[src/design/ddtz_pkg.sv]
// Package for the nearest-zero cluster pair remover.
// Holds the sizing constants shared by the interfaces, lanes, merge and top level.
// Depends on nothing.
package ddtz_pkg;

	localparam int MAX_LABEL    = 63;
	localparam int MAX_FEATURES = 8;
	localparam int FEATURE_BITS = 16;

	// Fixed field widths of the item and result channels.
	localparam int FEAT_FIELD_W = 16;
	localparam int LBL_W        = 6;
	localparam int CFG_W        = 4;
	localparam int NUM_FIELDS   = 8;

	// Derived sizes.
	localparam int DEPTH  = MAX_LABEL + 1;
	localparam int ADDR_W = $clog2(DEPTH);
	localparam int CMP_W  = (LBL_W > ADDR_W) ? LBL_W : ADDR_W;
	localparam int CNT_W  = ADDR_W + 1;
	localparam int SQ_W   = 2 * FEATURE_BITS - 1;
	localparam int NORM_W = SQ_W + $clog2(MAX_FEATURES);

	localparam logic [CFG_W-1:0] CFG_RESET = CFG_W'(MAX_FEATURES);

	// Function codes and result kinds.
	localparam logic FUNC_ACCUM  = 1'b0;
	localparam logic FUNC_MAP    = 1'b1;
	localparam logic KIND_REPORT = 1'b0;
	localparam logic KIND_MAPPED = 1'b1;

endpackage

[src/design/ddtz_lane.sv]
// One feature lane: squares a signed feature exactly and registers the square.
// Depends on ddtz_pkg for widths.
module ddtz_lane (
	input  logic                                     clk,
	input  logic                                     load,
	input  logic                                     lane_on,
	input  logic signed [ddtz_pkg::FEATURE_BITS-1:0] feature,
	output logic        [ddtz_pkg::SQ_W-1:0]         sq_s1
);

	logic signed [2*ddtz_pkg::FEATURE_BITS-1:0] prod;

	// The square of a two's complement value is never negative and fits SQ_W bits.
	assign prod = feature * feature;

	always_ff @(posedge clk) begin
		if (load) begin
			sq_s1 <= lane_on ? prod[ddtz_pkg::SQ_W-1:0] : '0;
		end
	end

endmodule

[config.mk]
export PLATFORM = sky130hd
export DESIGN_NAME = ddtz_lane
export DESIGN_NICKNAME = d
export VERILOG_FILES = /design/src/design/ddtz_pkg.sv /design/src/design/ddtz_lane.sv
export SDC_FILE = /design/constraint.sdc
export NUM_CORES = 1
export LEC_CHECK = 0
export ABC_AREA = 1
export BUFFER_PORTS_ARGS = -buffer_cell sky130_fd_sc_hd__buf_4
export CAP_MARGIN = 20
export CELL_PAD_IN_SITES_DETAIL_PLACEMENT = 1
export CELL_PAD_IN_SITES_GLOBAL_PLACEMENT = 1
export CORE_ASPECT_RATIO = 1.1
export CORE_MARGIN = 4
export CORE_UTILIZATION = 53
export DETAILED_ROUTE_END_ITERATION = 10
export HOLD_SLACK_MARGIN = 0.03
export PLACE_DENSITY_LB_ADDON = 0.1
export SLEW_MARGIN = 5
export SYNTH_ARGS = -nofsm -noshare
export SYNTH_HDL_FRONTEND = slang
export SYNTH_SLANG_ARGS = --single-unit
[constraint.sdc]
create_clock -name clk -period 19.6 [get_ports clk]
set_clock_uncertainty 0.2 [all_clocks]
set_input_delay 1.96 -clock clk [delete_from_list [all_inputs] [get_ports clk]]
set_output_delay 1.96 -clock clk [all_outputs]
set_load 0.05 [all_outputs]
# Yosys cells after proc, flatten, opt, wreduce, memory -nomap -nowiden
# Index checks and enable logic that the tools add are counted.
[totals] ff_bits=31 output_inout_bits=31
[classes] n_mul=1
[ops] cell="$mul 16x16->31" count=1

# Logic depth before layout (Yosys ltp)
[logic_depth] depth_word=1 mapped_depth=28 depth_no_buf=26

# Worst setup path after synthesis
# OpenSTA, ideal clock, no wires.
[synth_path] kind="in2reg" start="input port feature[15] in the netlist's numbering" end="register sq_s1[30] in the netlist's numbering, data pin" setup_ns=0.253 path_stages=24 required_time_ns=19.147 path_slack_ns=12.046 path_buffers=2 arrival_time_ns=7.101 cell_sequence="clkbuf_1 -> clkbuf_1 -> nand2_1 -> inv_1 -> fa_1 -> fa_1 -> inv_1 -> fa_1 -> fa_1 -> inv_1 -> fa_1 -> inv_1 -> fa_1 -> inv_1 -> ha_1 -> nand2_1 -> nor2_2 -> inv_1 -> nor3_1 -> a21oi_1 -> nand2_1 -> nand2_1 -> nand2_1 -> nor2_1"
[synth_between] elab_chain_len=1
[synth_lines] item="from (decl)" line="ddtz_lane.sv:7" source="input logic signed [ddtz_pkg::FEATURE_BITS-1:0] feature,"
[synth_lines] item="$mul 16x16->31" line="ddtz_lane.sv:14" source="assign prod = feature * feature;"
[synth_lines] item="to (signal assigned)" line="ddtz_lane.sv:18" source="sq_s1 <= lane_on ? prod[ddtz_pkg::SQ_W-1:0] : '0;"
[synth_lines] item="to (decl)" line="ddtz_lane.sv:8" source="output logic [ddtz_pkg::SQ_W-1:0] sq_s1"
# Every way passes these cells.
# A chain may end at the register's enable or synchronous reset.

# Final worst setup path
[layout_path] start="input port feature[15] in the netlist's numbering" end="register sq_s1[29] in the netlist's numbering, data pin"
# Same word-level chain as after synthesis.

==> metrics.log <==
[metrics] Setup Buffers After CTS: 0
[metrics] setup repair after global routing missed its margin: false
[metrics] post-synth design cell area: 10700 um2
[metrics] most common flop cell mapped by yosys: sky130_fd_sc_hd__edfxtp_1
[metrics] number of antenna violations at the first check in global routing: 0
[metrics] flops & latches, synth: 30
[metrics] largest registers in the final layout: sq_s1: 30 flops
[metrics] Reg clk slew, reported paths: 0.05 ns
[metrics] final core utilization: 0.571
[metrics] final antenna-violating net count: 0
[metrics] Root Driver: sky130_fd_sc_hd__clkbuf_16
[metrics] worst hold margin: 1.94 ns
[metrics] share of layout cells above drive strength 1: 0.0704
[metrics] core area: 19900 um2
[metrics] maximum clock frequency: 0.132 GHz
[metrics] post-layout min period: 7.60 ns
[metrics] maximum count of clock buffers along a single path: 2
[metrics] Initial Utilization: 0.538
[metrics] maximum fanout along the worst path: 22
[metrics] Vias/cell: 5.09
[metrics] worst slack after detailed placement: 11.75 ns
[metrics] total count of max-transition violations in the final report: 0
[metrics] outcome: complete, no violations
[metrics] number of clock buffers inserted by TritonCTS: 5
[metrics] Critical Path RT: 19.43 ns
[metrics] total count of hold-check failures in the final report: 0
[metrics] number of distinct library cells after synthesis: 36
[metrics] vias in the first global route: 9599
[metrics] drt pass-1 iters: 4
[metrics] overall die area: 22500 um2
[metrics] sequential element share of the synthesized area: 0.0843
[metrics] reported max-cap violation count: 0
[metrics] endpoint arrival time on the critical path: 7.43 ns
[metrics] die height: 157 um
[metrics] setup violators final: 0
[metrics] number of synthesized flops with an enable pin: 30
[metrics] Post-synth ARST share: 0
[metrics] fin worst setup slack: 12.00 ns
[metrics] std cell rows: 54
[metrics] count of routing violations after the opening detailed-route iteration: 317
[metrics] cell types with the largest area share after synthesis: sky130_fd_sc_hd__fa_1 43%, sky130_fd_sc_hd__inv_1 15%, sky130_fd_sc_hd__ha_1 10%
[metrics] TNS Setup: 0 ns
[metrics] DRC errors left: 0
[metrics] count of cells resized by post-cts repair: 0
[metrics] detailed placement HPWL: 24.3 mm
[metrics] endpoint kind of the worst setup timing path: flip-flop
[metrics] Worst Setup Start Kind: input port
[metrics] share of the synthesized area in the top cell type: 0.429
[metrics] total I/O pin count: 50
[metrics] final wirelength: 28.1 mm
[metrics] worst min-delay path category: input port to flip-flop
[metrics] most common cell after layout, fill and taps aside: sky130_fd_sc_hd__inv_1
[metrics] nets@finish: 1686
[metrics] aggregate global routing overflow: 0
[metrics] Layout area overhead: 6.18%
[metrics] Final period util: 0.388
[metrics] Tot GR Track Use: 0.266
[metrics] top register by number of flip-flops: sq_s1
[metrics] clock net sink count: 30
[metrics] post-synthesis cell count: 1332
[metrics] library cell with the largest summed area after synthesis: sky130_fd_sc_hd__fa_1
[metrics] CTS H-Tree Depth: 2
[metrics] overall via count from detail_route: 8158
[metrics] number of flip-flops in the largest register: 30
[metrics] Yosys warning count: 0
[metrics] n_diodes: 0
[metrics] most used cells in the layout excluding fill and tap cells: 432 x sky130_fd_sc_hd__inv_1, 284 x sky130_fd_sc_hd__nand2_1, 229 x sky130_fd_sc_hd__fa_1
[metrics] transition time of the tightest slew-check pin: 0.675 ns
[metrics] average size of a mapped cell: 8.02 um2
[metrics] wire length of the first global-routing pass: 46.8 mm
[metrics] number of buffers added on ports: 48
[metrics] hold-fix buffers at CTS: 0
[metrics] worst slew margin relative to its limit: 0.550
[metrics] pin count of the biggest net entering global routing: 31
[metrics] count of fill cells added during filler insertion: 2448
[metrics] WL/cell: 17.5 um
[metrics] Syn Nets: 1667
[metrics] Final GP Congestion: 0.848
[metrics] clock tree from TritonCTS: yes
[metrics] die boundary width: 143 um
[metrics] Setup CP Type: input port to flip-flop
## path summary, 6_finish.rpt
kind | from | to | depth (start not counted)
setup / recovery | feature[15] | sq_s1[29] | 23
hold / removal | load | sq_s1[0] | 1
## cells in the mapped netlist (all sizes together), types with 2 or more instances
cell type and number:
a21oi 39, a31o 2, and2 2, buf 5, clkbuf 31, edfxtp 30, fa 229, ha 87
inv 438, nand2 292, nand3 30, nand4 9, nor2 77, nor3 6, o21a 3, o21ai 20
o21bai 5, or2 3, xnor2 7, xor2 12
## critical path, stage by stage
cell and delay (ns):
sky130_fd_sc_hd__buf_4 0.20, sky130_fd_sc_hd__nand2_1 0.11, sky130_fd_sc_hd__inv_1 0.10, sky130_fd_sc_hd__fa_1 0.74, sky130_fd_sc_hd__fa_1 0.57, sky130_fd_sc_hd__inv_1 0.26
sky130_fd_sc_hd__fa_1 0.49, sky130_fd_sc_hd__fa_1 0.54, sky130_fd_sc_hd__inv_1 0.05, sky130_fd_sc_hd__fa_1 0.48, sky130_fd_sc_hd__inv_1 0.05, sky130_fd_sc_hd__fa_1 0.48
sky130_fd_sc_hd__inv_1 0.04, sky130_fd_sc_hd__ha_1 0.36, sky130_fd_sc_hd__nand2_1 0.13, sky130_fd_sc_hd__nor2_1 0.19, sky130_fd_sc_hd__nand2_1 0.13, sky130_fd_sc_hd__nor3_2 0.13
sky130_fd_sc_hd__nand2_1 0.15, sky130_fd_sc_hd__nand3_2 0.12, sky130_fd_sc_hd__nand2_1 0.05, sky130_fd_sc_hd__nand2_1 0.05, sky130_fd_sc_hd__nor2_1 0.04
## cell families (layout without fill, tap and decap cells)
logic type	after synthesis	in the layout	share of synthesized area
fa+ha+maj	316	316	0.531
buf+inv	475	493	0.168
flops	30	30	0.0843
other cells	1	1	0.000351
xor+xnor	19	19	0.0156
mux	1	1	0.00105
compound gates	70	70	0.0370
simple gates	420	420	0.163
## final cells by class
| type | count | area (um2) | share of cell area |
|---|---|---|---|
| Clock inverter | 1 | 3.75 | 0.000331 |
| Clock buffer | 5 | 125 | 0.0110 |
| Tap cell | 252 | 315 | 0.0278 |
| Multi-Input combinational cell | 827 | 7990 | 0.704 |
| Sequential cell | 30 | 901 | 0.0794 |
| Inverter | 439 | 1650 | 0.145 |
| Timing Repair Buffer | 48 | 360 | 0.0318 |
## per-stage QoR
step / instance area (um2) / instances
floorplan: 10700 / 1332
global placement: 11200 / 1596
detailed placement: 11200 / 1596
CTS: 11300 / 1602
global route: 11300 / 1602
finish: 11300 / 1602
## routing by layer
layer / share of wire / wire, um / track usage / vias up
met3: 0.019 / 544 / 0.0204 / 40
met2: 0.58 / 16200 / 0.540 / 117
met5: 0 / 0 / 0 / -
met4: 0.022 / 611 / 0.0565 / 0
li1: - / - / - / 3812
met1: 0.38 / 10700 / 0.301 / 4189
Power is left out: the tool's default activity adds up to more than one toggle a clock period on the data nets, which glitch-free logic cannot reach.
