<file path="src/design/ddtz_pkg.sv">
// Package for the nearest-zero cluster pair remover.
// Holds the sizing constants shared by the interfaces, lanes, merge and top level.
// Depends on nothing.
package ddtz_pkg;

	localparam int MAX_LABEL    = 63;
	localparam int MAX_FEATURES = 8;
	localparam int FEATURE_BITS = 16;

	// Fixed field widths of the item and result channels.
	localparam int FEAT_FIELD_W = 16;
	localparam int LBL_W        = 6;
	localparam int CFG_W        = 4;
	localparam int NUM_FIELDS   = 8;

	// Derived sizes.
	localparam int DEPTH  = MAX_LABEL + 1;
	localparam int ADDR_W = $clog2(DEPTH);
	localparam int CMP_W  = (LBL_W > ADDR_W) ? LBL_W : ADDR_W;
	localparam int CNT_W  = ADDR_W + 1;
	localparam int SQ_W   = 2 * FEATURE_BITS - 1;
	localparam int NORM_W = SQ_W + $clog2(MAX_FEATURES);

	localparam logic [CFG_W-1:0] CFG_RESET = CFG_W'(MAX_FEATURES);

	// Function codes and result kinds.
	localparam logic FUNC_ACCUM  = 1'b0;
	localparam logic FUNC_MAP    = 1'b1;
	localparam logic KIND_REPORT = 1'b0;
	localparam logic KIND_MAPPED = 1'b1;

endpackage

</file>
<file path="src/design/ddtz_merge.sv">
// Merging stage: adds the lane squares into the norm through a two-level registered tree.
// Depends on ddtz_pkg for widths and the lane count.
module ddtz_merge (
	input  logic                         clk,
	input  logic [ddtz_pkg::SQ_W-1:0]    sq_s1 [ddtz_pkg::MAX_FEATURES],
	output logic [ddtz_pkg::NORM_W-1:0]  norm_s3
);

	logic [ddtz_pkg::NORM_W-1:0] pad  [8];
	logic [ddtz_pkg::NORM_W-1:0] pair_s2 [4];

	for (genvar k = 0; k < 8; k++) begin : g_pad
		if (k < ddtz_pkg::MAX_FEATURES) begin : g_used
			assign pad[k] = ddtz_pkg::NORM_W'(sq_s1[k]);
		end else begin : g_unused
			assign pad[k] = '0;
		end
	end

	always_ff @(posedge clk) begin
		for (int p = 0; p < 4; p++) begin
			pair_s2[p] <= pad[2*p] + pad[2*p+1];
		end
		norm_s3 <= (pair_s2[0] + pair_s2[1]) + (pair_s2[2] + pair_s2[3]);
	end

endmodule

</file>
<file path="config.mk">
export PLATFORM = sky130hd
export DESIGN_NAME = ddtz_merge
export DESIGN_NICKNAME = d
export VERILOG_FILES = /design/src/design/ddtz_pkg.sv /design/src/design/ddtz_merge.sv
export SDC_FILE = /design/constraint.sdc
export NUM_CORES = 1
export LEC_CHECK = 0
export ABC_AREA = 0
export BUFFER_PORTS_ARGS = -buffer_cell sky130_fd_sc_hd__buf_2
export CORE_UTILIZATION = 56
export CTS_CLUSTER_SIZE = 8
export DETAILED_ROUTE_END_ITERATION = 10
export PLACE_DENSITY_LB_ADDON = 0.2
export REMOVE_ABC_BUFFERS = 1
export SETUP_SLACK_MARGIN = 0.5
export SYNTH_ARGS = -nofsm -noshare
export SYNTH_HDL_FRONTEND = slang
export SYNTH_SLANG_ARGS = --single-unit
</file>
<file path="constraint.sdc">
create_clock -name clk -period 4.7 [get_ports clk]
set_clock_uncertainty 0.15 [all_clocks]
set_input_delay 0.47 -clock clk [delete_from_list [all_inputs] [get_ports clk]]
set_output_delay 0.47 -clock clk [all_outputs]
set_load 0.05 [all_outputs]
</file>
# Yosys cells after proc, flatten, opt, wreduce, memory -nomap -nowiden
# Memories as Yosys holds them, arrays and structs flattened.
# Index checks and enable logic that the tools add are counted.
[totals]
register_bits = 34
ramBits = 128
inputBits = 249
output_inout_bits = 34
word_cells = 9
n_memories = 1
[classes]
addsub = 7
[mem_list]
columns = ["name", "depth", "width", "rd", "rd_clocked_by_memory_dff", "wr", "line_no", "rtl"]
rows = [
  ["pair_s2", 4, 32, 4, 0, 4, "ddtz_merge.sv:10", "logic [ddtz_pkg::NORM_W-1:0] pair_s2 [4];"],
]
[ops]
columns = ["op", "n"]
rows = [
  ["31-bit by 31-bit adder with 32-bit output", 4],
  ["34-bit adder", 3],
]

# Logic depth before layout (Yosys ltp)
# Gate-level depths: netlist (run 1).
# An unclocked memory read counts as a cell.
[depth]
depth_word = 3
mapped_depth = 15
mapped_depth_nobuf = 15

# Worst setup path after synthesis (run 1)
# No wires, ideal clock.
[synth_timing]
kind = "register to register"
startpoint = "mem pair_s2[3][1] in the netlist's numbering"
endpoint = "reg norm_s3[33] in the netlist's numbering"
setup_ns = 0.122
arrival_time_ns = 3.814
required_ns = 4.428
setup_slack_ns = 0.614
stages_incl_launch_ff = 16
path_buffers = 0
cell_sequence = "dfxtp_1 inv_1 fa_1 inv_1 fa_1 ha_1 fa_1 a211oi_2 nor3_1 a211oi_2 o2bb2ai_2 a21oi_2 nand4b_1 a41oi_2 a311o_1 a221o_1"
[synth_lines]
columns = ["item", "line_no", "rtl"]
rows = [
  ["from (decl)", "ddtz_merge.sv:10", ""],
  ["to (signal assigned)", "ddtz_merge.sv:24", "norm_s3 <= (pair_s2[0] + pair_s2[1]) + (pair_s2[2] + pair_s2[3]);"],
  ["to (decl)", "ddtz_merge.sv:6", "output logic [ddtz_pkg::NORM_W-1:0] norm_s3"],
]

==> results.md, run 1 <==
- Status: finished clean
- Max-cap violations: 0
- Predominant post-synthesis flop cell: dfxtp_1
- Area Growth Syn to Fin: 18.0%
- Critical path class: register to register
- EDFF count, synth: 0
- Top post-synthesis cells by area: dfxtp_1 (25%), ha_1 (15%), fa_1 (11%)
- Initial Util: approximately 58%
- Initial antenna violation count: 2
- Crit Path Max Fanout: 3
- Top-count cell post-synth: inv_1
- Mapped Avg Cell Area: about 8.7 um2
- Setup TNS Final: 0 ps
- Critical Path Max Stage Delay: ~530 ps
- Max layer used: met4
- Normalized max-slew margin: 61.5%
- Critical-path cell with the highest stage delay: fa_1
- 1st-pass router iterations: 5
- Htree depth: 4
- Internal: about 0.0056 W
- TritonCTS clock tree: done
- Wire length on met1: 16.7 mm
- Detailed placer's ending HPWL: approximately 28 mm
- Antenna cells: 0
- Die H: 153 um
- Gp weighted congestion: 0.949
- CP Data Arrival Time: between 4000 and 5000 ps
- Net Sw Frac: between 40% and 50%
- Crit path max-delay family: compound AO/OA/AOI/OAI gates
- Routed wl met3: roughly 1.8 mm
- Leading area contributor after synthesis: dfxtp_1
- Netlist Area Pre-Place: between 10,000 and 15,000 um2
- DRT antenna net count: 0
- Fin. max-slew vios: 0
- Clock buffer depth: 2
- Post-synthesis register bit count: 162
- WP buf/inv: 2
- Nets@finish: ~2.2k
- Gate count of the mapped netlist: about 1.5k
- RSZ-0062 raised after global routing: yes
- I/O Pins: 283
- CORE AREA: 22,200 um2
- Pwr dens: 701 nW/um2
- DRC: 0
- Worst IR Drop VDD: 0.374 mV
- First-pass GRT wire length: 52.2 mm
- Reg2reg setup slack: about 560 ps
- Combinational Power Share: 68.0%
- Hold Crit Class: input port to register
- Final setup fails: 0
- Share of cells above drive strength 1: a little under a fifth
- Crit path capture type: register
- Netlist cell types: 58
- Synth cell count leaders: inv_1 (217), dfxtp_1 (162), ha_1 (157)
- Mean routed wirelength per cell: 16.2 um
- Clock transition at path regs: approximately 60 ps
- DR vias: around 11k
- Met2 WL post-DR: around 14 mm
- Share of power burned in registers: between 10% and 20%
- Initial drt markers: about 750
- CTS buffer count: 17
- Final global-route overflow total: 0
- Fin area: roughly 15,000 um2
- Final WL: approximately 33 mm
- Cell Area, Placed: about 14,000 um2
- Largest net degree at the start of global routing: 17
- Die W: around 150 um
- FILL cells: 1,874
- Root buffer cell: clkbuf_16
- CTS Hold Bufs: 0
- Clk_lat worst skew: ~430 ps
- Final hold vios: 0
- CP cell instances: inv_1 > fa_1 > inv_1 > fa_1 > ha_2 > fa_2 > a211oi_2 > nor3_1 > a211oi_2 > o2bb2ai_2 > a21oi_2 > nand4b_1 > a41oi_2 > a311o_1 > a221o_1
- GRT Overall Usage: between 20 and 30%
- Cell row count: 54
- Post-synthesis sequential area ratio: 25.3%
- CP Data Required Time: 4870 ps
- Max Clock Freq: ~240 MHz
- TritonCTS Sinks: roughly 160
- Period minus WS final: roughly 4100 ps
- Via density per instance: between 5 and 6
- Clk network pwr share: between 10% and 20%
- Worst-Margin Slew: 572 ps
- Die Footprint: roughly 23,000 um2
- Fin crit share: between 80% and 90%
- Number of global-route vias before repair: 10.7k
- Switching Power: a little over 0.005 W
- Yosys warning count: 0
- IO buf count: 282
- Crit path launch type: register
- Pleak: a little under 8 nW
- Area share of the largest cell type after synthesis: ~25%
- Post-synth ARST share: 0%
[registers in the layout, summed over array words and instances, names as in the netlist]
register and count:
norm_s3 34, pair_s2 128
[per-layer routing]
layer,up-vias,GRT usage [%]
met4,0,8.71
met2,429,43.0
met3,45,3.60
li1,5618,-
met1,5191,41.5
met5,-,0
[worst paths after layout]
kind | end | startpoint | cells after the start
max | norm_s3[33]$_DFF_P_ | pair_s2[3][1]$_DFF_P_ | 15
min | pair_s2[2][0]$_DFF_P_ | sq_s1[93] | 2
max reg2reg | norm_s3[33]$_DFF_P_ | pair_s2[3][1]$_DFF_P_ | 15
min reg2reg | norm_s3[0]$_DFF_P_ | pair_s2[2][0]$_DFF_P_ | 1
[cell usage in the layout (no fill, tap or decap), types with 28 or more instances in the layout]
| cell type | n |
|---|---|
| a21o_1 | 96 |
| a21oi_1 | 137 |
| buf_2 | 282 |
| dfxtp_1 | 162 |
| fa_1 | 67 |
| ha_1 | 156 |
| inv_1 | 217 |
| nand2_1 | 83 |
| nand3_1 | 28 |
| nor2_1 | 64 |
| o21ai_0 | 63 |
| xnor2_1 | 89 |
| xor2_1 | 53 |
[through the flow]
| stage | instances | utilization, % | power [W] | setup slack [ps] | hold WS [ps] |
|---|---|---|---|---|---|
| finish | 2049 | 68.3 | 0.0106 | 559 | 124 |
| detailed placement | 2010 | 65.3 | 0.00894 | 301 | 377 |
| global route | 2049 | 68.3 | 0.0115 | 370 | 110 |
| floorplan | 1448 | - | 0.00733 | 614 | 282 |
| CTS | 2044 | 68.1 | 0.0104 | 532 | 102 |
| global placement | 2010 | 65.3 | 0.00883 | 375 | 389 |
[logic make-up (layout without fill, tap and decap cells)]
family          after synthesis  after routing  synth area share (%)
simple gates                263            263                  9.84
flops                       162            162                  25.3
buf+inv                     245            538                  7.17
xor+xnor                    142            142                  9.70
fa+ha+maj                   225            225                  25.9
compound gates              439            439                  22.0
[layout make-up]
cell class,count,area [um2],share of cell area (%)
tap,280,350,2.32
sequential,162,3240,21.4
inverter,217,815,5.38
clock buffer,21,480,3.18
clock inverter,11,115,0.761
timing repair buffer,289,1460,9.67
multi-input combinational,1069,8660,57.3
[worst register-to-register path: stages, from the launching register on]
cell       delay, ps
dfxtp_1          310
inv_1             50
fa_1             530
inv_1             50
fa_1             430
ha_2             210
fa_2             370
a211oi_2         280
nor3_1           120
a211oi_2         270
o2bb2ai_2        120
a21oi_2          150
nand4b_1         150
a41oi_2          130
a311o_1          400
a221o_1          300
[what timing repair did]
action / CTS / global route
buffers inserted: 2 / 5
resized for setup: 1 / 2
endpoints found under the setup margin: 2 / 3
pin swaps: 2 / 7
[power by group through the flow]
stage / Sequential [W] / Combinational, W / Clock, W
2_1_floorplan: 0.00253 / 0.00480 / 0
5_1_grt: 0.00205 / 0.00798 / 0.00146
4_1_cts: 0.00202 / 0.00701 / 0.00139
3_5_place_dp: 0.00204 / 0.00690 / 0
6_report: 0.00202 / 0.00722 / 0.00137
3_3_place_gp: 0.00205 / 0.00678 / 0
Note: power is estimated with default switching activity, not from simulation.
==> run 2: changes to the inputs <==
--- a/config.mk
+++ b/config.mk
@@ -7,7 +7,7 @@
 export LEC_CHECK = 0
 export ABC_AREA = 0
 export BUFFER_PORTS_ARGS = -buffer_cell sky130_fd_sc_hd__buf_2
-export CORE_UTILIZATION = 56
+export CORE_UTILIZATION = 40
 export CTS_CLUSTER_SIZE = 8
 export DETAILED_ROUTE_END_ITERATION = 10
 export PLACE_DENSITY_LB_ADDON = 0.2
==> run 2 against run 1 <==
Effect of this change: the run now ends with DRC left; design area grew 0.92%; die area grew 39%; worst hold slack gained 2.7 ps; routed wire length grew 3.9%; setup slack gained 3.3 ps; sequential cell count is the same; largest cell class unchanged.
==> results.md, run 2 (same netlist as run 1, synthesis figures left out) <==
- Final WL: 34.5 mm
- FILL cells: 3,166
- Critical-path cell with the highest stage delay: fa_1
- CTS buffer count: 17
- Hold Crit Class: input port to register
- CTS Hold Bufs: 0
- Fin. max-slew vios: 0
- Crit path capture type: register
- Fin crit share: approximately nine tenths
- Root buffer cell: clkbuf_16
- Fin area: ~15,000 um2
- Initial Util: 40.6%
- DR vias: between 10k and 15k
- Hold depth: 2
- IO buf count: 282
- Final hold vios: 0
- Clk_lat worst skew: ~450 ps
- Final global-route overflow total: 0
- DP Worst Slack: 323 ps
- Mean routed wirelength per cell: about 16 um
- I/O Pins: roughly 280
- Initial antenna violation count: 2
- Final worst slack: between 500 and 600 ps
- Crit path launch type: register
- Largest regs: pair_s2 (128), norm_s3 (34)
- Setup TNS Final: 0 ps
- Number of global-route vias before repair: ~11k
- Max Clock Freq: between 200 and 250 MHz
- Cell row count: 65
- Die W: ~180 um
- Layout Cells excl Fill: around 2.2k
- Via density per instance: roughly 5.1
- Failing checks: DRC
- CP cell instances: inv_1 > fa_1 > inv_1 > fa_1 > ha_2 > fa_2 > a211oi_2 > nor3_1 > a211oi_2 > o2bb2ai_2 > a21oi_2 > nand4b_1 > a41oi_2 > a311o_1 > a221o_1
- Power Total: approximately 0.011 W
- Worst IR Drop VDD: roughly 0.36 mV
- Cell Area, Placed: between 10,000 and 15,000 um2
- Die Footprint: about 33,000 um2
- Reg2reg setup slack: around 560 ps
- CP Data Required Time: 4880 ps
- TritonCTS clock tree: done
- Area Growth Syn to Fin: 19.1%
- Initial drt markers: 502
- Period minus WS final: approximately 4100 ps
- Pleak: just under 8 nW
- Placed cells: 2,132
- Worst Reg-to-Reg Cells: 15
- Share of cells above drive strength 1: approximately a fifth
- Die H: approximately 180 um
- Max reg flops: between 100 and 150
- Normalized max-slew margin: 58.7%
- Worst-Margin Slew: 614 ps
- GRT Overall Usage: around 21%
- Largest net degree at the start of global routing: 17
- Register with the most flip-flops: pair_s2
- Critical Path Max Stage Delay: approximately 520 ps
- Clock buffer depth: 2
- Multi-input logic area: around 8700 um2
- Hold EP: pair_s2[1][0]$_DFF_P_
- Pwr dens: approximately 690 nW/um2
- CORE AREA: approximately 32,000 um2
- R2r startpoint: pair_s2[3][1]$_DFF_P_
- Hold_sp: sq_s1[155]
- Nets@finish: between 2k and 2.5k
- 1st-pass router iterations: 8
- Commonest cells after routing, fill and taps aside: buf_2 (282), inv_1 (217), dfxtp_1 (162)
- Gp weighted congestion: between 0.9 and 1
- Detailed placer's ending HPWL: a little under 30 mm
- Worst r2r dst: norm_s3[33]$_DFF_P_
- Reg area: around 3200 um2
- Crit Path Max Fanout: 3
- TritonCTS Sinks: 162
- DRT antenna net count: 0
- CP Data Arrival Time: ~4300 ps
- Status: complete, but fails checks
- Commonest non-fill, non-tap cell in the layout: buf_2
- Htree depth: 4
- Max-cap violations: 0
- DRC: 1
- RSZ-0062 raised after global routing: yes
- Critical path class: register to register
- First-pass GRT wire length: roughly 55 mm
- Final setup fails: 0
- Antenna cells: 0
- Clock transition at path regs: roughly 60 ps
run 2: changes by cell type in the layout (fill, tap and decap cells not counted), sizes merged:
cell / delta
buf: -3
clkbuf: -3
inv: +3
bufinv: +1
clkinvlp: -1
run 2: worst max-delay path: cells and delay by family, from the launching register on:
kind	cells	cell delay, ps
compound gates	7	1680
fa+ha+maj	4	1520
buf+inv	2	100
flops	1	310
simple gates	2	260
run 2: worst max-delay path by stage:
stage,start,endpoint,slack (ps),cells after the start
4_1_cts,pair_s2[3][1]$_DFF_P_,norm_s3[33]$_DFF_P_,530,15
3_3_place_gp,pair_s2[3][1]$_DFF_P_,norm_s3[33]$_DFF_P_,340,15
5_1_grt,pair_s2[3][1]$_DFF_P_,norm_s3[33]$_DFF_P_,380,15
3_5_place_dp,pair_s2[3][1]$_DFF_P_,norm_s3[33]$_DFF_P_,320,15
6_report,pair_s2[3][1]$_DFF_P_,norm_s3[33]$_DFF_P_,560,15
2_1_floorplan,pair_s2[3][1]$_DFF_P_,norm_s3[33]$_DFF_P_,610,15
run 2: report_power, final:
| part | internal (W) | switching, W |
|---|---|---|
| registers | 0.00187 | 0.000150 |
| clock network | 0.000811 | 0.000602 |
| logic | 0.00284 | 0.00425 |
run 2: timing repair:
item / in CTS / in global routing
resized for setup: 1 / 2
pin swaps: 2 / 7
setup endpoints to repair: 2 / 3
setup buffers: 1 / 3
cloned: 0 / 0
run 2: through the flow:
stage / utilization, % / hold slack, ps
2_1_floorplan: - / 282
3_3_place_gp: 46.4 / 316
3_5_place_dp: 46.4 / 317
4_1_cts: 48.3 / 107
5_1_grt: 48.4 / 133
6_report: 48.4 / 127
run 2: area by class of cell:
cell class	count	area share [%]
timing repair buffer	286	9.44
sequential	162	21.2
clock inverter	14	1.07
multi-input combinational	1069	56.7
inverter	217	5.33
clock buffer	18	2.88
tap	402	3.29
run 2: metal layers:
| layer | vias to the layer above | global-route usage (%) | part of all wire [%] |
|---|---|---|---|
| met5 | - | 0 | 0 |
| met4 | 0 | 5.76 | 1.4 |
| met2 | 315 | 31.4 | 42 |
| li1 | 5628 | - | - |
| met3 | 28 | 2.94 | 4.3 |
| met1 | 5083 | 32.7 | 52 |
