[config.mk]
export PLATFORM = sky130hd
export DESIGN_NAME = ddtz_ram
export DESIGN_NICKNAME = d
export VERILOG_FILES = /design/src/design/ddtz_ram.sv
export SDC_FILE = /design/constraint.sdc
export NUM_CORES = 1
export LEC_CHECK = 0
export CORE_MARGIN = 5
export CORE_UTILIZATION = 55
export CTS_CLUSTER_SIZE = 24
export DETAILED_ROUTE_END_ITERATION = 8
export DONT_BUFFER_PORTS = 1
export HOLD_SLACK_MARGIN = 0.05
export PLACE_DENSITY = 0.67
export SLEW_MARGIN = 30
export SYNTH_ARGS = -nofsm -noshare
export SYNTH_HDL_FRONTEND = slang
export SYNTH_SLANG_ARGS = --single-unit
[constraint.sdc]
create_clock -name clk -period 2.45 [get_ports clk]
set_clock_uncertainty 0.2 [all_clocks]
set_input_delay 0.245 -clock clk [delete_from_list [all_inputs] [get_ports clk]]
set_output_delay 0.245 -clock clk [all_outputs]
set_load 0.01 [all_outputs]
[src/design/ddtz_ram.sv]
// Generic single-port RAM with a registered read port.
// Depends on nothing.
module ddtz_ram #(
	parameter int WIDTH = 8,
	parameter int DEPTH = 16
) (
	input  logic                     clk,
	input  logic                     we,
	input  logic                     re,
	input  logic [$clog2(DEPTH)-1:0] addr,
	input  logic [WIDTH-1:0]         wdata,
	output logic [WIDTH-1:0]         rdata
);

	logic [WIDTH-1:0] mem_q [DEPTH];

	always_ff @(posedge clk) begin
		if (we) begin
			mem_q[addr] <= wdata;
		end
		if (re) begin
			rdata <= mem_q[addr];
		end
	end

endmodule

After elaboration in Yosys (flattened, before gate mapping)
Memories as Yosys holds them, arrays and structs flattened. A register that Yosys moved wholly into a read port is not among the register bits.
Cells that the tools add are included.
{"block": "word_totals", "ff_bits": 0, "ram_bits": 128, "input_bits": 15, "out_inout_bits": 8, "wordCells": 3, "mem_count": 1}
{"name": "mem_q", "depth": 16, "width": 8, "rd": 1, "rd_ports_with_merged_regs": 1, "wr": 1, "line_no": "15", "rtl": "logic [WIDTH-1:0] mem_q [DEPTH];"}
{"block": "op_classes", "mux": 2}
{"cell": "1-bit 2-to-1 mux", "count": 2}

Depth between registers and ports, before layout
Gate-level depths: netlist of the first run.
{"block": "depth", "ltp_word": 2, "ltp_mapped": 5, "mapped_depth_nobuf": 3}

Least setup slack after synthesis of the first run
Ideal clock, no wire load.
{"block": "synth_path", "kind": "in2reg", "start": "input port addr[2]", "end": "memory mem_q[0][0] (enable)", "setup_ps": 383, "arrival_ps": 1355, "setup_slack_ps": 512, "stages": 2, "path_buffers": 0, "path_cell_list": "or3b_2 > nor3_1"}
{"element": "from (decl)", "line_no": "10", "rtl": "input logic [$clog2(DEPTH)-1:0] addr,"}
{"element": "to (decl)", "line_no": "15"}
No word-level cell before the write port.

Worst setup path after layout of the first run
{"block": "layout_path", "start": "input port addr[2]", "end": "memory mem_q[0][4] (enable)"}
No word-level cell before the write port.

==> metrics, run 1 <==
Post-DRT Antenna Nets 0; initial core utilization between 50% and 60%; first drt pass iteration count 4; critical path's top delay family buffers and inverters; fmax approximately 440 MHz; CP endpoint kind register; syn_nets 245; final setup fails 0; Hold Path Origin addr[3]; Largest stage delay, worst path around 600 ps; first-pass GRT wire length around 16 mm; count of cell types in the netlist 17; Ys Warns 0; Synth area leader edfxtp_1; Core Util, Final ~66%; synth cell count leaders edfxtp_1 (136), mux4_2 (32), a22oi_1 (16); crit path DAT approximately 2300 ps; CTS tree done; Core Area ~0.009 mm²; dpl hpwl 5.949 mm; register area share after synthesis between 70 and 80%; CP max-delay cell dlygate4sd3_1; Antenna Cells 0; top-area cell type share of the netlist area 79.34%; die height around 110 µm; drt total wl 10.14 mm; critical-path maximum fanout 8; Congestion Overflow GR 0; max-cap violations 0; WS Path Type input pin to register; crit path cell chain dlygate4sd3_1 > or3b_2 > nor3_1 > dlygate4sd3_1 > buf_4; area of the die roughly 0.011 mm²; Synth area leaders edfxtp_1 (79%), mux4_2 (14%), a22oi_1 (2.3%), nor2_1 (0.95%), nand2_1 (0.66%); syn avg cell area 22.38 µm²; Wirelength per Cell 25.93 µm; share of layout cells above drive strength 1 between 20 and 30%; slew at the pin closest to its max-slew limit between 700 and 800 ps; Row Count 35; worst hold path class input pin to register; ys flop type edfxtp_1; Hold Vio Cnt, Final 0; Reg2Reg Setup Slack 750 ps; DRT iter0 DRCs roughly 160; # IOs 23; post-cts repair resize count 0; Vias per Instance approximately 6; Top cell by count, worst path dlygate4sd3_1; number of remaining DRC errors 0; number of flops mapped to enable cells by yosys ~140; Port Buffers 0; power consumption roughly 5400 µW; Final Max Slew Viols 0; final period utilization just over 90%; root buf cell clkbuf_8; Clk Latency, worst-skew pair approximately 520 ps; minimum clock period 2258 ps; crit path launch type input pin; fin nets ~280; final setup TNS 0 ps; clock buffer depth 2; hold worst-path end rdata[4]$_DFFE_PP_; Mapped Area 0.005147 mm²; FF-to-FF Start mem_q[0][3]$_DFFE_PP_; unrepaired setup endpoints after global routing no; Reg-to-Reg End rdata[3]$_DFFE_PP_; synthesis-stage register bit count 136; largest net degree at the start of global routing 39; CTS Buf Count 17; WP data required 2470 ps; vias approximately 2,400; Max-Slew Margin vs Limit 48.37%; pwr dens roughly 880 mW/mm²; # clock sinks between 100 and 150; leak pwr 0.001978 µW; H-tree depth 4; global-route usage over all layers 19.94%; Placer Congestion approximately 0.75; outcome completed; r2r worst-path depth 3; ys async rst share 0%; Reg clk slew, reported paths roughly 60 ps; Syn Inst Count 230; Hold Path Cell Cnt 3; area grow syn2layout 18.74%; crit path buf inv count 3; count leader, synth edfxtp_1; vias in the first global route ~2,600; antenna violations before repair 0; die width between 100 and 150 µm; Worst VDD drop ~0.43 mV
==> flip-flops by register name, indices dropped and copies added, names as in the netlist <==
signal / flops
mem_q: 128
rdata: 8
==> cell usage in the layout (no fill, tap or decap) <==
cell type	synthesis	routed
nor3_1	4	4
buf_16	0	1
buf_4	0	13
bufinv_16	0	3
clkinv_2	0	1
edfxtp_1	136	136
clkbuf_8	0	1
nor2_1	13	13
nor2b_1	2	2
clkinvlp_4	0	5
nand3b_1	2	2
and2_1	1	1
buf_12	0	1
nand3_1	1	1
nand2b_1	2	2
dlygate4sd3_1	0	15
mux4_2	32	32
nand2_1	9	9
clkbuf_16	0	16
or3b_2	1	1
a22oi_1	16	16
clkinv_4	0	3
inv_6	0	2
==> logic make-up (layout without fill, tap and decap cells) <==
kind of cell           after synthesis  after routing  synth area share [%]
muxes                               32             32                 14.00
buffers and inverters               11             61                 1.167
DFF                                136            136                 79.34
and+or+nand+nor                     35             35                 3.160
AOI/OAI and AO/OA                   16             16                 2.334
==> through the flow <==
step                      setup WS [ps]  instance area [µm²]  std cells  hold slack [ps]
after floorplan                   512.0                 5147        230            143.9
after global placement            584.7                 5324        343            144.8
after detailed placement          531.8                 5324        343            145.0
after CTS                         255.4                 6112        391            51.22
after global routing              164.7                 6112        391            57.89
final                             191.6                 6112        391            60.66
==> worst reg2reg max path, delay by kind of cell (launching register included) <==
family / cells / cell delay (ps)
multiplexers: 1 / 470
AND/OR/NAND/NOR: 1 / 100
AO/OA/AOI/OAI: 1 / 290
flip-flops: 1 / 390
==> per-layer routing <==
| layer | vias to the layer above | GRT usage [%] | share of wire [%] |
|---|---|---|---|
| met2 | 102 | 29.59 | 47 |
| met4 | 0 | 8.493 | 2.6 |
| met1 | 1229 | 27.87 | 43 |
| met3 | 20 | 5.960 | 7.6 |
| met5 | - | 0 | 0 |
| li1 | 1048 | - | - |
==> layout make-up <==
| type | instances | area, µm² |
|---|---|---|
| multi-input combinational | 83 | 1003 |
| sequential | 136 | 4084 |
| tap | 111 | 138.9 |
| timing repair buffer | 30 | 295.3 |
| clock buffer | 17 | 414.1 |
| fill | 569 | 3084 |
| clock inverter | 14 | 176.4 |
==> what timing repair did <==
action	CTS	global route
hold endpoints to repair	211	0
hold buffers	17	0
setup endpoints to repair	0	0
buffers inserted	0	0
==> worst max path at each step <==
stage / startpoint / end / slack, ps / depth (start not counted)
3_5_place_dp: addr[2] / mem_q[1][1]$_DFFE_PP_ / 530 / 2
6_report: addr[2] / mem_q[0][4]$_DFFE_PP_ / 190 / 5
3_3_place_gp: addr[2] / mem_q[1][7]$_DFFE_PP_ / 580 / 2
2_1_floorplan: addr[2] / mem_q[0][0]$_DFFE_PP_ / 510 / 2
4_1_cts: addr[2] / mem_q[0][4]$_DFFE_PP_ / 260 / 5
5_1_grt: addr[2] / mem_q[0][3]$_DFFE_PP_ / 160 / 5
==> power by group <==
| group | total [µW] | internal (µW) | switching, µW |
|---|---|---|---|
| clock | 2490 | 1550 | 937 |
| sequential | 2640 | 2620 | 20.1 |
| combinational | 235 | 102 | 134 |
(Power assumes the default switching activity.)
==> run 2: changes to the inputs <==
--- a/config.mk
+++ b/config.mk
@@ -7,10 +7,10 @@
 export LEC_CHECK = 0
 export CORE_MARGIN = 5
-export CORE_UTILIZATION = 55
+export CORE_UTILIZATION = 62
 export CTS_CLUSTER_SIZE = 24
 export DETAILED_ROUTE_END_ITERATION = 8
 export DONT_BUFFER_PORTS = 1
 export HOLD_SLACK_MARGIN = 0.05
-export PLACE_DENSITY = 0.67
+export PLACE_DENSITY = 0.75
 export SLEW_MARGIN = 30
 export SYNTH_ARGS = -nofsm -noshare
==> constraint.sdc (replaced) <==
create_clock -name clk -period 2.45 [get_ports clk]
set_clock_uncertainty 0.2 [all_clocks]
set_input_delay 0.49 -clock clk [delete_from_list [all_inputs] [get_ports clk]]
set_output_delay 0.49 -clock clk [all_outputs]
set_load 0.01 [all_outputs]
==> run 2 against run 1 <==
Net effect: final cell count shrank 2.0%; critical endpoint is now rdata[6]$_DFFE_PP_; register-to-register slack lost 50 ps; total power shrank 4.0%.
==> metrics, run 2 (synthesized netlist as in run 1, its figures left out) <==
outcome completed; unrepaired setup endpoints after global routing no; antenna violations before repair 2 (+2); slew at the pin closest to its max-slew limit 777.4 ps (+5.751 ps); WS Path Type register to register; crit path launch type register; die width 101.1 µm (-5.3%); power consumption 5153 µW (-4.0%); clock buffer depth 2 (unchanged); area taken by multi-input logic gates 0.001003 mm² (unchanged); final setup TNS 0 ps (unchanged); vias in the first global route 2,640 (+2.9%); crit path buf inv count 0 (-3); Max-Slew Margin vs Limit 48.00% (-0.36 points); WP data required 2510 ps (+40 ps); leak pwr 0.001922 µW (-2.8%); H-tree depth 4 (unchanged); critical path's top delay family multiplexers; Core Area 0.008134 mm² (-12%); DRT iter0 DRCs 288 (+81%); pre-CTS setup slack 388.1 ps (-143.7 ps); post-cts repair resize count 0 (unchanged); root buf cell clkbuf_8; Hold Vio Cnt, Final 0 (unchanged); Placer Congestion 0.7802 (+3.9%); fin nets 278 (-1.8%); CP Launch Point mem_q[0][6]$_DFFE_PP_; CP endpoint kind register; first drt pass iteration count 4 (unchanged); Worst VDD drop 0.5082 mV (+19%); first-pass GRT wire length 16.28 mm (+3.6%); area grow syn2layout 16.14%; most frequent cells in the layout edfxtp_1 (136), mux4_2 (32), a22oi_1 (16), clkbuf_16 (16), buf_4 (16); minimum clock period 1745 ps (-512.9 ps); vias 2,527 (+5.3%); CTS Buf Count 17 (unchanged); Reg clk slew, reported paths 60 ps (about the same); Final Instance Count excl. Fillers 383 (-2.0%); final period utilization 71.24% (-21 points); # clock sinks 136 (unchanged); max reg flops 128 (unchanged); Port Buffers 0 (unchanged); dpl hpwl 6.042 mm (+1.6%); Clk Latency, worst-skew pair 520 ps (about the same); Largest stage delay, worst path 500 ps (-100 ps); Row Count 33 (-5.7%); Hold Path Origin addr[1]; crit path cell chain mux4_2 > a22oi_1 > nand2_1; Sequential Area 0.004084 mm² (unchanged); Filler cells 422 (-26%); critical-path maximum fanout 1 (-7); fmax 572.9 MHz (+29%); die height 101.1 µm (-5.3%); Vias per Instance 6.598 (+7.5%); CP max-delay cell mux4_2; drt total wl 10.74 mm (+5.9%); # IOs 23 (unchanged); Reg with most FFs mem_q; share of layout cells above drive strength 1 28.99% (+0.77 points); pwr dens 861.9 mW/mm² (-1.8%); worst hold path class input pin to register; global-route usage over all layers 23.06% (+3.1 points); FF-to-FF Start mem_q[0][6]$_DFFE_PP_; Congestion Overflow GR 0 (unchanged); final hold slack 169.2 ps (+108.6 ps); initial core utilization 63.28% (+7.3 points); max-cap violations 0 (unchanged); number of remaining DRC errors 0 (unchanged); setup ws final 704.5 ps (+512.9 ps); most common cell after layout, fill and taps aside edfxtp_1; Wirelength per Cell 28.04 µm (+8.1%); crit path DAT 1800 ps (-480 ps); largest net degree at the start of global routing 40 (+2.6%); Post-DRT Antenna Nets 0 (unchanged); Final Max Slew Viols 0 (unchanged); final setup fails 0 (unchanged); CTS tree done; area of the die 0.01022 mm² (-10%); placed cells 340 (-0.87%); Top Registers mem_q (128), rdata (8)
## run 2: cell types whose count changed in the layout (fill, tap and decap cells not counted), sizes merged
cell	delta
buf	+1
bufinv	-2
dlygate4sd3	-6
clkinv	+2
diode	+2
clkbuf	+1
## run 2: what timing repair did
item,CTS,global route
setup buffers,0,0
hold buffers,9,0
hold endpoints to repair,136,0
## run 2: area by class of cell
| cell class | count | area share (%) |
|---|---|---|
| multi-input cells | 83 | 16.79 |
| clock buffers | 18 | 6.990 |
| flip-flops and latches | 136 | 68.31 |
| diodes | 2 | 0.08372 |
| clock inverters | 14 | 2.114 |
| well taps | 105 | 2.198 |
| repair buffers | 25 | 3.516 |
## run 2: through the flow
| stage | area [µm²] | util [%] |
|---|---|---|
| 6_report | 5978 | 73.50 |
| 5_1_grt | 5978 | 73.50 |
| 4_1_cts | 5973 | 73.43 |
| 3_5_place_dp | 5339 | 65.64 |
| 3_3_place_gp | 5339 | 65.64 |
| 2_1_floorplan | 5147 | - |
## run 2: worst paths after layout
kind	slack (ps)	depth (start not counted)	to
max	700	3	rdata[6]$_DFFE_PP_
min	170	2	mem_q[4][4]$_DFFE_PP_
max reg2reg	700	3	rdata[6]$_DFFE_PP_
min reg2reg	590	3	rdata[5]$_DFFE_PP_
## run 2: metal layers
metal	track usage [%]	share of wire, %	vias up
met1	30.50	38	1296
met2	34.56	49	163
met4	9.202	2.8	0
met3	9.619	11	31
met5	0	0	-
li1	-	-	1037
## run 2: power by group
group / internal (µW) / switching, µW
sequential: 2620 / 22.0
combinational: 90.6 / 109
clock: 1350 / 961
total: 4060 / 1090
==> run 3: changes to the inputs <==
Clock period 2.45 ns to 1.75 ns, I/O delays scaled along.
==> run 3 against run 2 <==
Net effect: via count fell by 1.6%; worst hold slack got worse by 99 ps; global-route usage fell by 0.31 points; die area did not move; wire length shrank 0.29%; setup slack worse by 680 ps; non-clock buffer count up 4; register-to-register slack got worse by 680 ps; first-iteration DRC count fell by 13%; cell area is 3.3% higher; critical path type unchanged; total power rose by 49%.
==> metrics, run 3 (synthesized netlist as in run 1, its figures left out) <==
area grow syn2layout 19.98%; max reg flops 128 (unchanged); final period utilization 98.46% (+27 points); CTS Buf Count 17 (unchanged); share of layout cells above drive strength 1 33.93% (+4.9 points); Final Instance Count excl. Fillers 385 (+0.52%); Post-DRT Antenna Nets 0 (unchanged); Max-Slew Margin vs Limit 41.93% (-6.1 points); largest net degree at the start of global routing 40 (unchanged); Placer Congestion 0.7517 (-3.7%); most frequent cells in the layout edfxtp_1 (136), mux4_2 (32), clkbuf_16 (16); final setup TNS 0 ps (unchanged); Congestion Overflow GR 0 (unchanged); Wirelength per Cell 27.81 µm (-0.81%); dpl hpwl 6.151 mm (+1.8%); antenna violations before repair 1 (-1); CP endpoint kind register; Worst VDD drop 0.9309 mV (+83%); placed cells 338 (-0.59%); leak pwr 0.002004 µW (+4.2%); clock power share 47.8% (+3.0 points); Clk Latency, worst-skew pair 520 ps (about the same); Port Buffers 0 (unchanged); drt total wl 10.71 mm (-0.29%); most common cell after layout, fill and taps aside edfxtp_1; CTS tree done; fin nets 282 (+1.4%); Hold Vio Cnt, Final 0 (unchanged); Sequential Area 0.004084 mm² (unchanged); clock buffer depth 2 (unchanged); max-cap violations 0 (unchanged); Core Area 0.008134 mm² (unchanged); vias 2,486 (-1.6%); Reg with most FFs mem_q; Final Max Slew Viols 0 (unchanged); # IOs 23 (unchanged); Reg clk slew, reported paths 60 ps (about the same); crit path DAT 1780 ps (-20 ps); outcome completed; pwr dens 1241 mW/mm² (+44%); number of remaining DRC errors 0 (unchanged); crit path launch type register; DRT iter0 DRCs 250 (-13%); minimum clock period 1723 ps (-22.50 ps); Int Power 6131 µW (+51%); NetSw 1531 µW (+40%); pre-CTS setup slack -11.35 ps (-399.5 ps); Antenna Cells 0 (-2); area of the die 0.01022 mm² (unchanged); Top Registers mem_q (128), rdata (8); setup ws final 27.02 ps (-677.5 ps); first drt pass iteration count 5 (+1); global-route usage over all layers 22.75% (-0.31 points); critical-path maximum fanout 1 (unchanged); placed inst area 0.005384 mm² (+0.84%); # clock sinks 136 (unchanged); area taken by multi-input logic gates 0.001091 mm² (+8.7%); Row Count 33 (unchanged); sequential share of power 48.4% (-2.9 points); first-pass GRT wire length 16.14 mm (-0.85%); unrepaired setup endpoints after global routing no; net switching share of the total power 19.98% (-1.2 points); Vias per Instance 6.457 (-2.1%); WS Path Type register to register; die height 101.1 µm (unchanged); fmax 580.4 MHz (+1.3%); initial core utilization 63.28% (unchanged); vias in the first global route 2,656 (+0.61%); slew at the pin closest to its max-slew limit 869.3 ps (+91.93 ps); WP data required 1810 ps (-700 ps); die width 101.1 µm (unchanged); root buf cell clkbuf_8; final setup fails 0 (unchanged); post-route cell area 0.006176 mm² (+3.3%); worst hold path class input pin to register; H-tree depth 4 (unchanged); setup bufs post-CTS 0 (unchanged); Comb power frac 3.8% (about the same); Filler cells 380 (-10%)
==> run 3: cell count changes in the layout (fill, tap and decap cells not counted), moves of 3 or more <==
cell           before  now
a22oi_1            16   11
nor2_2              0    4
nor3_1              4    0
nor3_2              0    4
a22oi_2             0    5
clkinvlp_4          5    2
nor2_1             13    5
dlygate4sd3_1       9   14
bufinv_16           1    4
nor2_4              0    4
==> run 3: metal layers <==
| layer | global-route usage, % | up-vias | wire [µm] |
|---|---|---|---|
| met5 | 0 | - | 10 |
| met4 | 6.953 | 2 | 239 |
| met3 | 6.851 | 22 | 783 |
| met2 | 37.22 | 123 | 5586 |
| met1 | 29.94 | 1296 | 4089 |
| li1 | - | 1043 | - |
==> run 3: final timing paths <==
kind,slack (ps),to,depth (start not counted),startpoint
worst max register to register,30,rdata[0]$_DFFE_PP_,3,mem_q[3][0]$_DFFE_PP_
worst min-delay path,70,rdata[0]$_DFFE_PP_,3,addr[1]
worst min register to register,570,rdata[6]$_DFFE_PP_,3,mem_q[10][6]$_DFFE_PP_
worst max-delay path,30,rdata[0]$_DFFE_PP_,3,mem_q[3][0]$_DFFE_PP_
==> run 3: power by group through the flow <==
| stage | Combinational [µW] | Clock (µW) | Sequential, µW |
|---|---|---|---|
| 2_1_floorplan | 204 | 0 | 3760 |
| 3_3_place_gp | 200 | 0 | 3770 |
| 3_5_place_dp | 207 | 0 | 3770 |
| 4_1_cts | 284 | 3670 | 3710 |
| 5_1_grt | 312 | 3860 | 3710 |
| 6_report | 293 | 3660 | 3710 |
==> run 3: layout make-up <==
class	instances	area share, %
repair buffers	29	4.173
clock inverters	14	3.140
clock buffers	18	6.767
flip-flops and latches	136	66.13
multi-input cells	83	17.67
well taps	105	2.127
==> run 3: worst max-delay path, cell delays in order, from the launching register on <==
cell,delay [ps]
edfxtp_1,400
mux4_2,520
a22oi_2,240
nand2_1,100
==> run 3: repair_timing <==
action,CTS,global route
gates resized for setup,2,5
hold endpoints to repair,171,8
pin swaps,0,1
hold buffers,14,1
endpoints found under the setup margin,2,13
==> run 3: stage by stage <==
stage | total power, µW | util [%] | hold slack (ps)
floorplan | 3965 | - | 248.9
global placement | 3969 | 66.19 | 249.8
detailed placement | 3980 | 66.19 | 249.8
CTS | 7665 | 75.56 | 54.39
global route | 7883 | 75.93 | 73.23
finish | 7662 | 75.93 | 69.79
